[src/design/tlft_pkg.sv]
// ----------------------------------------------------------------------------
// tlft_pkg
// Shared types and codes for the two-lane finish timer: item opcodes, the
// reported phase, winner codes and the widths of the item fields.
// ----------------------------------------------------------------------------
`default_nettype none

package tlft_pkg;

  localparam int unsigned DistW   = 16;
  localparam int unsigned TimeW   = 32;
  localparam int unsigned ThreshW = 13;
  localparam int unsigned WindowW = 16;
  localparam int unsigned CfgW    = 16;

  localparam logic [ThreshW-1:0] ThreshReset = 13'd100;
  localparam logic [WindowW-1:0] WindowReset = 16'd0;

  typedef enum logic [1:0] {
    OP_LOAD   = 2'd0,
    OP_START  = 2'd1,
    OP_SAMPLE = 2'd2,
    OP_NOP    = 2'd3
  } opcode_t;

  typedef enum logic [1:0] {
    PH_WAITING  = 2'd0,
    PH_READY    = 2'd1,
    PH_RACING   = 2'd2,
    PH_FINISHED = 2'd3
  } phase_t;

  typedef enum logic [1:0] {
    WIN_NONE = 2'd0,
    WIN_A    = 2'd1,
    WIN_B    = 2'd2,
    WIN_TIE  = 2'd3
  } winner_t;

  typedef enum logic {
    REG_THRESHOLD  = 1'b0,
    REG_TIE_WINDOW = 1'b1
  } cfg_reg_t;

  typedef struct packed {
    logic [TimeW-1:0] time_ms;
    logic [DistW-1:0] distance_b;
    logic [DistW-1:0] distance_a;
  } in_item_t;

  typedef struct packed {
    logic             pad;
    winner_t          winner;
    logic             race_over;
    logic             lane_b_done;
    logic             lane_a_done;
    logic [TimeW-1:0] elapsed_b;
    logic [TimeW-1:0] elapsed_a;
    phase_t           phase;
  } out_item_t;

endpackage

`default_nettype wire

[src/design/two_lane_finish_timer.sv]
// ----------------------------------------------------------------------------
// two_lane_finish_timer
// Times a two-lane race from a stream of load, start and sensor sample beats,
// with a tie window that averages close finishes.
// ----------------------------------------------------------------------------
//  Channel  Direction  Content
//  s_axis   in         tuser: opcode; tdata: distance_a, distance_b, time_ms
//  m_axis   out        tdata: phase, elapsed_a, elapsed_b, lane flags,
//                      race_over, winner (one result beat per input beat)
//  cfg      in         cfg_we / cfg_addr / cfg_wdata, write only
//
//  A beat is taken into an input register, worked combinationally and
//  written with the race state into the result register: one beat per
//  cycle sustained while m_axis_tready is high. The result register parts
//  the two sides, so a new beat is taken while a result waits, and input
//  stalls only when both registers are full and m_axis_tready is low.
//  Synchronous reset clears the race state and loads the register defaults
//  (threshold 100 mm, tie window 0 ms).
// ----------------------------------------------------------------------------
`default_nettype none

module two_lane_finish_timer
  import tlft_pkg::*;
(
  input  wire logic            clk,
  input  wire logic            rst,
  input  wire logic            s_axis_tvalid,
  output logic                 s_axis_tready,
  // [15:0] distance_a, [31:16] distance_b, [63:32] time_ms
  input  wire logic [63:0]     s_axis_tdata,
  // [1:0] opcode
  input  wire logic [1:0]      s_axis_tuser,
  output logic                 m_axis_tvalid,
  input  wire logic            m_axis_tready,
  // [1:0] phase, [33:2] elapsed_a, [65:34] elapsed_b, [66] lane_a_done,
  // [67] lane_b_done, [68] race_over, [70:69] winner, [71] zero
  output logic [71:0]          m_axis_tdata,
  input  wire logic            cfg_we,
  input  wire logic            cfg_addr,
  input  wire logic [CfgW-1:0] cfg_wdata
);

  logic [ThreshW-1:0] threshold;
  logic [WindowW-1:0] tie_window;

  logic             in_valid;
  in_item_t         in_item;
  opcode_t          in_op;
  logic             out_valid;
  out_item_t        out_item;
  logic             advance;

  logic             armed, running, completed_once, done_a, done_b;
  logic [TimeW-1:0] start_stamp, time_a, time_b;
  winner_t          last_winner;

  logic             armed_next, running_next, completed_once_next;
  logic             done_a_next, done_b_next;
  logic [TimeW-1:0] start_stamp_next, time_a_next, time_b_next;
  winner_t          last_winner_next;
  logic             over;
  phase_t           phase_next;

  assign advance       = in_valid && (!out_valid || m_axis_tready);
  assign s_axis_tready = !in_valid || advance;
  assign m_axis_tvalid = out_valid;
  assign m_axis_tdata  = out_item;

  always_ff @(posedge clk) begin
    if (rst) begin
      threshold  <= ThreshReset;
      tie_window <= WindowReset;
    end else if (cfg_we) begin
      unique case (cfg_reg_t'(cfg_addr))
        REG_THRESHOLD:  threshold  <= cfg_wdata[ThreshW-1:0];
        REG_TIE_WINDOW: tie_window <= cfg_wdata[WindowW-1:0];
        default: ;
      endcase
    end
  end

  always_ff @(posedge clk) begin
    if (rst) begin
      in_valid <= 1'b0;
    end else if (s_axis_tready) begin
      in_valid <= s_axis_tvalid;
    end
  end

  always_ff @(posedge clk) begin
    if (s_axis_tready && s_axis_tvalid) begin
      in_item <= s_axis_tdata;
      in_op   <= opcode_t'(s_axis_tuser);
    end
  end

  always_comb begin
    logic [TimeW-1:0] lap;
    logic             cross_a, cross_b, late, a_ge, tie;
    logic [TimeW-1:0] ta, tb, gap;
    logic [TimeW:0]   sum;

    armed_next          = armed;
    running_next        = running;
    completed_once_next = completed_once;
    done_a_next         = done_a;
    done_b_next         = done_b;
    start_stamp_next    = start_stamp;
    time_a_next         = time_a;
    time_b_next         = time_b;
    last_winner_next    = last_winner;
    over                = 1'b0;

    lap     = in_item.time_ms - start_stamp;
    cross_a = !done_a && (in_item.distance_a < {{(DistW-ThreshW){1'b0}}, threshold});
    cross_b = !done_b && (in_item.distance_b < {{(DistW-ThreshW){1'b0}}, threshold});
    ta      = cross_a ? lap : time_a;
    tb      = cross_b ? lap : time_b;
    // Only a single late finisher against an already finished lane is averaged.
    late    = (cross_a && !cross_b && done_b) || (cross_b && !cross_a && done_a);
    a_ge    = ta >= tb;
    gap     = a_ge ? (ta - tb) : (tb - ta);
    tie     = late && (gap <= {{(TimeW-WindowW){1'b0}}, tie_window});
    sum     = {1'b0, ta} + {1'b0, tb};

    unique case (in_op)
      OP_LOAD: begin
        armed_next = 1'b1;
      end
      OP_START: begin
        if (armed && !running) begin
          running_next     = 1'b1;
          done_a_next      = 1'b0;
          done_b_next      = 1'b0;
          time_a_next      = '0;
          time_b_next      = '0;
          start_stamp_next = in_item.time_ms;
          last_winner_next = WIN_NONE;
          armed_next       = 1'b0;
        end
      end
      OP_SAMPLE: begin
        if (running) begin
          done_a_next = done_a || cross_a;
          done_b_next = done_b || cross_b;
          time_a_next = tie ? sum[TimeW:1] : ta;
          time_b_next = tie ? sum[TimeW:1] : tb;
          if ((done_a || cross_a) && (done_b || cross_b)) begin
            if (tie || (ta == tb)) begin
              last_winner_next = WIN_TIE;
            end else if (a_ge) begin
              last_winner_next = WIN_B;
            end else begin
              last_winner_next = WIN_A;
            end
            running_next        = 1'b0;
            completed_once_next = 1'b1;
            over                = 1'b1;
          end
        end
      end
      default: ;
    endcase

    if (running_next) begin
      phase_next = PH_RACING;
    end else if (armed_next) begin
      phase_next = PH_READY;
    end else if (completed_once_next) begin
      phase_next = PH_FINISHED;
    end else begin
      phase_next = PH_WAITING;
    end
  end

  always_ff @(posedge clk) begin
    if (rst) begin
      armed          <= 1'b0;
      running        <= 1'b0;
      completed_once <= 1'b0;
      done_a         <= 1'b0;
      done_b         <= 1'b0;
      start_stamp    <= '0;
      time_a         <= '0;
      time_b         <= '0;
      last_winner    <= WIN_NONE;
    end else if (advance) begin
      armed          <= armed_next;
      running        <= running_next;
      completed_once <= completed_once_next;
      done_a         <= done_a_next;
      done_b         <= done_b_next;
      start_stamp    <= start_stamp_next;
      time_a         <= time_a_next;
      time_b         <= time_b_next;
      last_winner    <= last_winner_next;
    end
  end

  always_ff @(posedge clk) begin
    if (rst) begin
      out_valid <= 1'b0;
    end else if (advance) begin
      out_valid <= 1'b1;
    end else if (m_axis_tready) begin
      out_valid <= 1'b0;
    end
  end

  always_ff @(posedge clk) begin
    if (advance) begin
      out_item.pad         <= 1'b0;
      out_item.winner      <= last_winner_next;
      out_item.race_over   <= over;
      out_item.lane_b_done <= done_b_next;
      out_item.lane_a_done <= done_a_next;
      out_item.elapsed_b   <= time_b_next;
      out_item.elapsed_a   <= time_a_next;
      out_item.phase       <= phase_next;
    end
  end

endmodule

`default_nettype wire
[config.mk]
export PLATFORM = sky130hd
export DESIGN_NAME = two_lane_finish_timer
export DESIGN_NICKNAME = d
export VERILOG_FILES = /design/src/design/tlft_pkg.sv /design/src/design/two_lane_finish_timer.sv
export SDC_FILE = /design/constraint.sdc
export NUM_CORES = 1
export LEC_CHECK = 0
export ABC_AREA = 1
export BUFFER_PORTS_ARGS = -buffer_cell sky130_fd_sc_hd__clkbuf_2
export CAP_MARGIN = 0
export CORE_MARGIN = 3
export CORE_UTILIZATION = 62
export DETAILED_ROUTE_END_ITERATION = 10
export HOLD_SLACK_MARGIN = 0.02
export PLACE_DENSITY_LB_ADDON = 0.25
export SLEW_MARGIN = 20
export SYNTH_ARGS = -nofsm -noshare
export SYNTH_HDL_FRONTEND = slang
export SYNTH_SLANG_ARGS = --single-unit
[constraint.sdc]
create_clock -name clk -period 7.44 [get_ports clk]
set_input_delay 1.116 -clock clk [delete_from_list [all_inputs] [get_ports clk]]
set_output_delay 1.116 -clock clk [all_outputs]
set_load 0.01 [all_outputs]
# Word level (Yosys, flattened, before mapping)
# Index checks and enable logic that the tools add are counted.
# op_classes
add_sub_neg	4
eq_ne	3
reduce_logical	30
mux	37
bitwise_logic	1
magnitude_cmp	4
# op_table
cell	n
2-to-1 mux 32 bit	9
one-hot mux 32 bit (2 select lines)	2
subtractor 32 bit	3
adder 32 x 32 -> 33 bit	1
== test 32 bit	1
>= comparator 32 bit	1
less-or-equal comparator 32 x 16 -> 1 bit	1
less-than comparator 16 x 13 -> 1 bit	2
2-to-1 mux 1 bit	14
2-to-1 mux 2 bit	7
logical AND 1 bit	11
one-hot mux 1 bit (2 select lines)	4
logical NOT 1 bit	7
logical OR 1 bit	6
AND reduction 2 bit	3
one-hot mux 2 bit (2 select lines)	1
AND reduction 3 bit	1
== test 2 x 1 -> 1 bit (second input constant)	1
== test 2 bit (second input constant)	1
logical NOT 2 bit	1
nonzero test 2 bit	1
NOT 1 bit	1
# totals
elab_cells	103
output_inout_bits	74
regBits	271
in_bits	88

# Depth between registers and ports, before layout
# Gate-level depths: netlist of the first run.
# logic_depth
ltp_word	12
mapped_depth	56
ltp_nobuf	51

# Least setup slack after synthesis of the first run
# Ideal clock, no wire load.
# synth_timing
path_kind	flip-flop to flip-flop
start	register in_item[34] (netlist bit)
end	register out_item (netlist bit m_axis_tdata[2]) (data pin)
setup_slack_ns	0.841
path_stages_with_launch	49
required_time_ns	7.189
synth_period_minus_slack_ns	6.599
t_arrival_ns	6.348
setup_ns	0.251
path_buffers	5
cell_sequence	edfxtp_1 > ha_1 > a21oi_1 > nand2_1 > a21oi_1 > o21ai_0 > a21boi_0 > o21ai_0 > nand2_1 > nand3_1 > nand2_1 > nand2_1 > o21ai_0 > inv_1 > ha_1 > nor2_1 > inv_2 > nor2_1 > [... 13 more ...] > nor2_1 > o21a_1 > o31ai_1 > nand2_1 > nand2_1 > nand2_1 > nor2_1 > nand3_1 > nor2_4 > buf_6 > buf_6 > nand2_1 > o21ai_1 > nand2_1 > nand2_1 > nand2_1 > nand2_1 > inv_1
# synth_via
elab_chain_len	9
word_cells_on_any_way	12
cone_classes	3 x add/sub; 2 x order compare; 6 x mux; 1 x reduce/logical
# synth_lines
item	line	text
from (decl)	two_lane_finish_timer.sv:47	in_item_t in_item;
from (signal assigned)	two_lane_finish_timer.sv:92	in_item <= s_axis_tdata;
subtractor 32 bit (*)	two_lane_finish_timer.sv:114	lap = in_item.time_ms - start_stamp;
2-to-1 mux 32 bit, on equally long branches	two_lane_finish_timer.sv:118, two_lane_finish_timer.sv:117	
subtractor 32 bit / >= comparator 32 bit (equally long branches)	two_lane_finish_timer.sv:122, two_lane_finish_timer.sv:121	
2-to-1 mux 32 bit (*)	two_lane_finish_timer.sv:122	gap = a_ge ? (ta - tb) : (tb - ta);
less-or-equal comparator 32 x 16 -> 1 bit (*)	two_lane_finish_timer.sv:123	tie = late && (gap <= {{(TimeW-WindowW){1'b0}}, tie_window});
logical AND 1 bit (*)	two_lane_finish_timer.sv:123	
2-to-1 mux 32 bit (*)	two_lane_finish_timer.sv:146	time_a_next = tie ? sum[TimeW:1] : ta;
2-to-1 mux 32 bit (*)	two_lane_finish_timer.sv:143	if (running) begin
one-hot mux 32 bit (2 select lines) (*)	two_lane_finish_timer.sv:126	unique case (in_op)
named net time_a_next[0]	two_lane_finish_timer.sv:59	logic [TimeW-1:0] start_stamp_next, time_a_next, time_b_next;
to (decl)	two_lane_finish_timer.sv:50	out_item_t out_item;
# Mark *: on every way through the listed nets, which the timed path passes. The rest lies on a longest branch.
# A chain may end at the register's enable or synchronous reset.

# Worst setup path in the final report of the first run
# layout_timing
start	register in_item[32] (netlist bit)
end	register out_item (netlist bit m_axis_tdata[38]) (data pin)
# layout_via
elab_chain_len	9
word_cells_on_any_way	13
cone_classes	4 x add/sub; 2 x order compare; 6 x mux; 1 x reduce/logical
# layout_lines
item	line	text
subtractor 32 bit (*)	two_lane_finish_timer.sv:114	
2-to-1 mux 32 bit, on equally long branches	two_lane_finish_timer.sv:118, two_lane_finish_timer.sv:117	
subtractor 32 bit / >= comparator 32 bit (equally long branches)	two_lane_finish_timer.sv:122, two_lane_finish_timer.sv:121	
2-to-1 mux 32 bit	two_lane_finish_timer.sv:122	
less-or-equal comparator 32 x 16 -> 1 bit	two_lane_finish_timer.sv:123	
logical AND 1 bit	two_lane_finish_timer.sv:123	
2-to-1 mux 32 bit (*)	two_lane_finish_timer.sv:147	time_b_next = tie ? sum[TimeW:1] : tb;
2-to-1 mux 32 bit (*)	two_lane_finish_timer.sv:143	
one-hot mux 32 bit (2 select lines) (*)	two_lane_finish_timer.sv:126	
named net time_b_next[4]	two_lane_finish_timer.sv:59	
# Marks and branches as above.

==> results of run 1 <==
cells by family after synthesis:
logic type	share of synthesized area, %
DFF	30.8
xor gates and xnor gates	2.70
other	0.0170
and+or+nand+nor	25.2
adders and majority gates	9.93
buffers and inverters	12.1
AOI/OAI and AO/OA	19.2
muxes	0.0453
placed cells by master (no fill, tap or decap), types with 5 or more instances in the layout:
cell type,count
nand2_1,1053
nor2_4,9
o211ai_1,11
o21ai_1,51
edfxtp_1,137
nor3_1,17
a31oi_1,76
clkinv_2,7
nor2_2,12
nand4_1,23
nor4_1,6
nand2_2,11
clkbuf_1,6
a21oi_2,7
xnor2_1,8
a21oi_1,330
buf_4,83
nand3_1,95
a211oi_1,5
inv_1,518
o21ai_0,243
dfxtp_1,133
xor2_2,5
buf_12,5
ha_2,8
nand3_2,6
inv_2,19
xor2_1,52
clkinv_1,5
o21a_1,17
o21bai_1,22
clkbuf_2,160
o21ai_2,12
ha_1,157
clkbuf_16,34
nor2_1,136
worst max-delay path: cells and delay by family, from the launching register on:
family,cells,cell delay (ns)
adder cells (fa/ha/maj),4,0.91
XOR/XNOR,2,0.39
flip-flops,1,0.38
AND/OR/NAND/NOR,25,2.73
AO/OA/AOI/OAI,8,1.00
buffers and inverters,13,1.63
report_power, final:
group | switching, W | internal (W)
Combinational | 0.00165 | 0.000802
Sequential | 0.0000537 | 0.00168
Clock | 0.000629 | 0.000846
flip-flops by register name, summed over array words and instances, names as in the netlist:
| name | cells |
|---|---|
| in_item | 64 |
| tie_window | 16 |
| threshold | 13 |
| running | 1 |
| in_op | 2 |
| last_winner | 2 |
| completed_once | 1 |
| done_a | 1 |
| m_axis_tdata | 71 |
| time_a | 32 |
| in_valid | 1 |
| m_axis_tvalid | 1 |
| start_stamp | 32 |
| armed | 1 |
| time_b | 32 |
| done_b | 1 |
final cells by class:
cell class	count	area [µm²]
fillers	2931	9710
repair buffers	259	1750
well taps	455	569
multi-input cells	2421	13000
inverters	542	2050
clock inverters	17	183
clock buffers	37	776
flip-flops and latches	271	6800
through the flow:
step	hold slack [ns]	total power, W
after global routing	0.482	0.00597
after global placement	0.444	0.00397
after floorplan	0.433	0.00333
after detailed placement	0.452	0.00403
after CTS	0.460	0.00550
final	0.460	0.00566
worst max-delay path by stage:
stage	to	slack [ns]	start
CTS	m_axis_tdata[20]$_DFFE_PP_	0.01	in_item[12]$_DFFE_PP_
detailed placement	m_axis_tdata[17]$_DFFE_PP_	-0.10	in_item[34]$_DFFE_PP_
global route	time_b[4]$_SDFFE_PP0P_	-0.15	in_item[42]$_DFFE_PP_
global placement	m_axis_tdata[50]$_DFFE_PP_	0.18	in_item[33]$_DFFE_PP_
floorplan	m_axis_tdata[2]$_DFFE_PP_	0.84	in_item[34]$_DFFE_PP_
finish	m_axis_tdata[38]$_DFFE_PP_	0.23	in_item[32]$_DFFE_PP_
repair_timing:
item                       4_1_cts  5_1_grt
gates cloned                     1        7
hold buffers                     0        0
setup endpoints to repair      102      132
pin swaps                        2       11
resized for setup                4      108
buffers inserted                 0       14
routing by layer:
layer / track usage [%] / up-vias / part of all wire [%]
met5: 0 / - / 0
met4: 20.6 / 0 / 6.8
met3: 4.91 / 342 / 9.1
met2: 61.9 / 1424 / 47
met1: 46.0 / 10700 / 38
li1: - / 11200 / -
==> impl_metrics.toml, run 1 <==
[timing]
skew_ns = 0.0142
fin_crit_sh_pct = 96.9
min_period_ns = 7.21
tightest_slew_ns = 1.13
timing.slew.headroom_pct = 24.6
finalWorstSetupSlack_ns = 0.229
finalHoldViolations = 0
fmax_ghz = 0.139
slew_violations = 0
finalSetupTns_ns = 0
setup_violations = 0

[floorplan]
ioPinCount = 162
die_area_um2 = 37900
rows = 68
core_area_um2 = 34800
die_h_um = 195
die_w_um = 195
initial_core_util_pct = 63.5

[critical_path]
worstPathRequired_ns = 7.90
start_kind = "flip-flop"
end_kind = "flip-flop"
worst_path_most_repeated_cell = "nand2_1"
critPathMaxFanout = 20
r2r_slack_ns = 0.23
crit_type = "reg2reg"
critPathMaxStageDelay_ns = 0.38
worstRegToRegCells = 52
cp.arrival_ns = 7.67
critical-path-slowest-cell = "edfxtp_1"
r2r_end = "m_axis_tdata[38]$_DFFE_PP_"
r2r_start = "in_item[32]$_DFFE_PP_"

[global_routing]
antenna_found_initial = 0
track_usage_pct = 36.9
grt_max_degree = 130
grt_overflow = 0
grt_pass1_vias = 22000
grt_pass1_wl_um = 114000

[synthesis]
yosysUniqueCellTypes = 53
synth_edf_count = 137
syn_nets = 3639
async_flop_share_pct = 0
synth_most_common_cell = "nand2_1"
synthCells = 3378
syn_area_um2 = 22100
yosys.area.top_type = "edfxtp_1"
yosys-top-cells-area = "edfxtp_1 19%, nand2_1 18%, dfxtp_1 12%"
ys_seq_area_share_pct = 30.8
yosysTopAreaCellShare_pct = 18.6
synthTopCellsByCount = "1059 x nand2_1, 525 x inv_1, 335 x a21oi_1, 277 x o21ai_0, 169 x ha_1"
ys_warn_count = 0
ys_seq_elements = 271
synth-main-ff-cell = "edfxtp_1"
syn_area_per_cell_um2 = 6.54

[clock_tree]
cts.sinks = 271
clk_pin_slew_ns = 0.06
cts_made_buffers = 29
cts_buffer_depth = 3
h-tree-depth = 1
insertion_delay_ns = 0.59
clock-root-buffer = "clkbuf_16"
cts_tree = "yes"

[hold_path]
hold_end = "start_stamp[18]$_SDFFE_PP0P_"
hold_depth = 2
hold_path.class = "reg2reg"
min-delay-start = "start_stamp[18]$_SDFFE_PP0P_"

[final_layout]
drive_gt1_share_pct = 11.8
syn_to_final_growth_pct = 13.6
diodes = 0
instances_no_fill = 4002
final_core_util_pct = 72.1
final_area_um2 = 25100
fin_nets = 3785

[drt]
vias = 23600
via_per_inst = 5.90
drc_errors = 0
route.detailed.wl_per_inst_um = 18.9
drtAntennaViolNets = 0
dr.pass1.iters = 7
drt_iter0_markers = 2474
drt-total-wl_um = 75800

[placed_design]
gp_congestion = 1.04
dp_hpwl_um = 54700
dp_slack_ns = -0.104
place_area_um2 = 23500
dp.cells = 3926
io_buffers = 160

[run_status]
run_status = "finished, final reports clean"

[run]
drv_cap = 0

[power_and_ir_drop]
peakVddDrop_mv = 0.223
p_leak_nw = 12.1
powerDensity_nw_per_um2 = 226
Power figures use the tool's default switching activity.
==> run 2: changes to the inputs <==
--- a/config.mk
+++ b/config.mk
@@ -10,5 +10,5 @@
 export CAP_MARGIN = 0
 export CORE_MARGIN = 3
-export CORE_UTILIZATION = 62
+export CORE_UTILIZATION = 50
 export DETAILED_ROUTE_END_ITERATION = 10
 export HOLD_SLACK_MARGIN = 0.02
==> constraint.sdc (replaced) <==
create_clock -name clk -period 7.44 [get_ports clk]
set_input_delay 0.372 -clock clk [delete_from_list [all_inputs] [get_ports clk]]
set_output_delay 0.372 -clock clk [all_outputs]
set_load 0.01 [all_outputs]
==> impl_metrics.toml, run 2 (synthesis gave the netlist of run 1 again) <==
[run_status]
run_status = "finished, final reports clean"

[timing]
finalHoldViolations = 0
skew_ns = 0.0129
finalWorstSetupSlack_ns = 0.478
min_period_ns = 6.96
slew_violations = 0
fmax_ghz = 0.144
fin_crit_sh_pct = 93.6
timing.slew.headroom_pct = 36.1
tightest_slew_ns = 0.958
setup_violations = 0

[placed_design]
gp_congestion = 0.983
dp_hpwl_um = 51800
io_buffers = 160
place_area_um2 = 23700
dp_slack_ns = 0.237

[floorplan]
core_area_um2 = 43400
die_w_um = 216
ioPinCount = 162
initial_core_util_pct = 50.9
die_area_um2 = 46700
die_h_um = 216
rows = 76

[final_layout]
fin_nets = 3857
drive_gt1_share_pct = 11.6
largest_reg_flops = 71
diodes = 0
syn_to_final_growth_pct = 17.5
final_cell_mix = "1053 x nand2_1, 520 x inv_1, 328 x a21oi_1, 255 x o21ai_0, 160 x clkbuf_2"
final_area_um2 = 26000
layout_commonest_cell = "nand2_1"

[clock_tree]
clk_pin_slew_ns = 0.06
insertion_delay_ns = 0.60
clock-root-buffer = "clkbuf_16"
cts_tree = "yes"
cts.sinks = 271
h-tree-depth = 1
cts_made_buffers = 31
cts_buffer_depth = 3

[drt]
route.detailed.wl_per_inst_um = 16.8
drc_errors = 0
drtAntennaViolNets = 0
vias = 22700
dr.pass1.iters = 6
via_per_inst = 5.40
drt-total-wl_um = 70700
drt_iter0_markers = 2192

[global_routing]
grt_overflow = 0
antenna_found_initial = 0
track_usage_pct = 28.6
grt_pass1_wl_um = 108000
grt_pass1_vias = 20300
grt_max_degree = 126

[run]
drv_cap = 0

[critical_path]
start_kind = "flip-flop"
critPathMaxStageDelay_ns = 0.41
worst-path-stages = 48
worstPathRequired_ns = 7.79
worst_path_most_repeated_cell = "nand2_1"
crit_buf_inv = 10
critPathMaxFanout = 13
worstRegToRegCells = 48
end_kind = "flip-flop"
cp.arrival_ns = 7.32
critPathTopFamily = "simple AND/OR/NAND/NOR gates"
crit_type = "reg2reg"
r2r_slack_ns = 0.48
critical-path-slowest-cell = "edfxtp_1"

[hold_path]
hold_path.class = "in2reg"
hold_depth = 2

[power_and_ir_drop]
totalPowerFinal_w = 0.00567
peakVddDrop_mv = 0.196
powerDensity_nw_per_um2 = 219
p_leak_nw = 12.4
[run 2: cell count changes in the layout (fill, tap and decap cells not counted), moves of 4 or more]
cell           delta
dlygate4sd3_1    +69
o21ai_0          +12
o21ai_1          -10
clkbuf_8          +4
clkinv_4          +4
xor2_2            -4
[run 2: metrics by stage]
step           instances  hold slack (ns)  TNS (ns)  utilization, %
6_report            4206           0.0408         0            59.9
2_1_floorplan       3378            0.433         0               -
3_3_place_gp        4063            0.445         0            54.7
3_5_place_dp        4063            0.452         0            54.7
4_1_cts             4190           0.0204         0            58.7
5_1_grt             4206           0.0472    -0.424            59.9
[run 2: area by class of cell]
| class | count | area [µm²] |
|---|---|---|
| Clock buffer | 41 | 877 |
| Timing Repair Buffer | 329 | 2410 |
| Tap cell | 585 | 732 |
| Clock inverter | 17 | 170 |
| Fill cell | 4189 | 17400 |
| Sequential cell | 271 | 6800 |
| Multi-Input combinational cell | 2421 | 12900 |
| Inverter | 542 | 2050 |
[run 2: power by group]
part           internal, W  switching (W)
logic             0.000820        0.00156
registers          0.00168      0.0000521
clock network     0.000903       0.000661
total              0.00340        0.00227
[run 2: per-layer routing]
| layer | track usage (%) | up-vias | wire, µm |
|---|---|---|---|
| li1 | - | 11300 | - |
| met1 | 42.2 | 10300 | 31400 |
| met2 | 43.6 | 917 | 30700 |
| met3 | 4.49 | 125 | 6710 |
| met4 | 7.42 | 0 | 1870 |
| met5 | 0 | - | 0 |
[run 2: worst paths after layout]
check | start | endpoint
setup / recovery | in_item[42]$_DFFE_PP_ | m_axis_tdata[59]$_DFFE_PP_
hold / removal | rst | in_valid$_SDFFE_PP0N_
setup reg to reg | in_item[42]$_DFFE_PP_ | m_axis_tdata[59]$_DFFE_PP_
hold reg to reg | start_stamp[17]$_SDFFE_PP0P_ | start_stamp[17]$_SDFFE_PP0P_
[run 2: repair_timing]
action / in CTS / in global routing
buffers inserted: 0 / 12
gates resized for setup: 0 / 88
hold buffers: 69 / 0
endpoints found under the setup margin: 0 / 132
hold endpoints to repair: 69 / 0
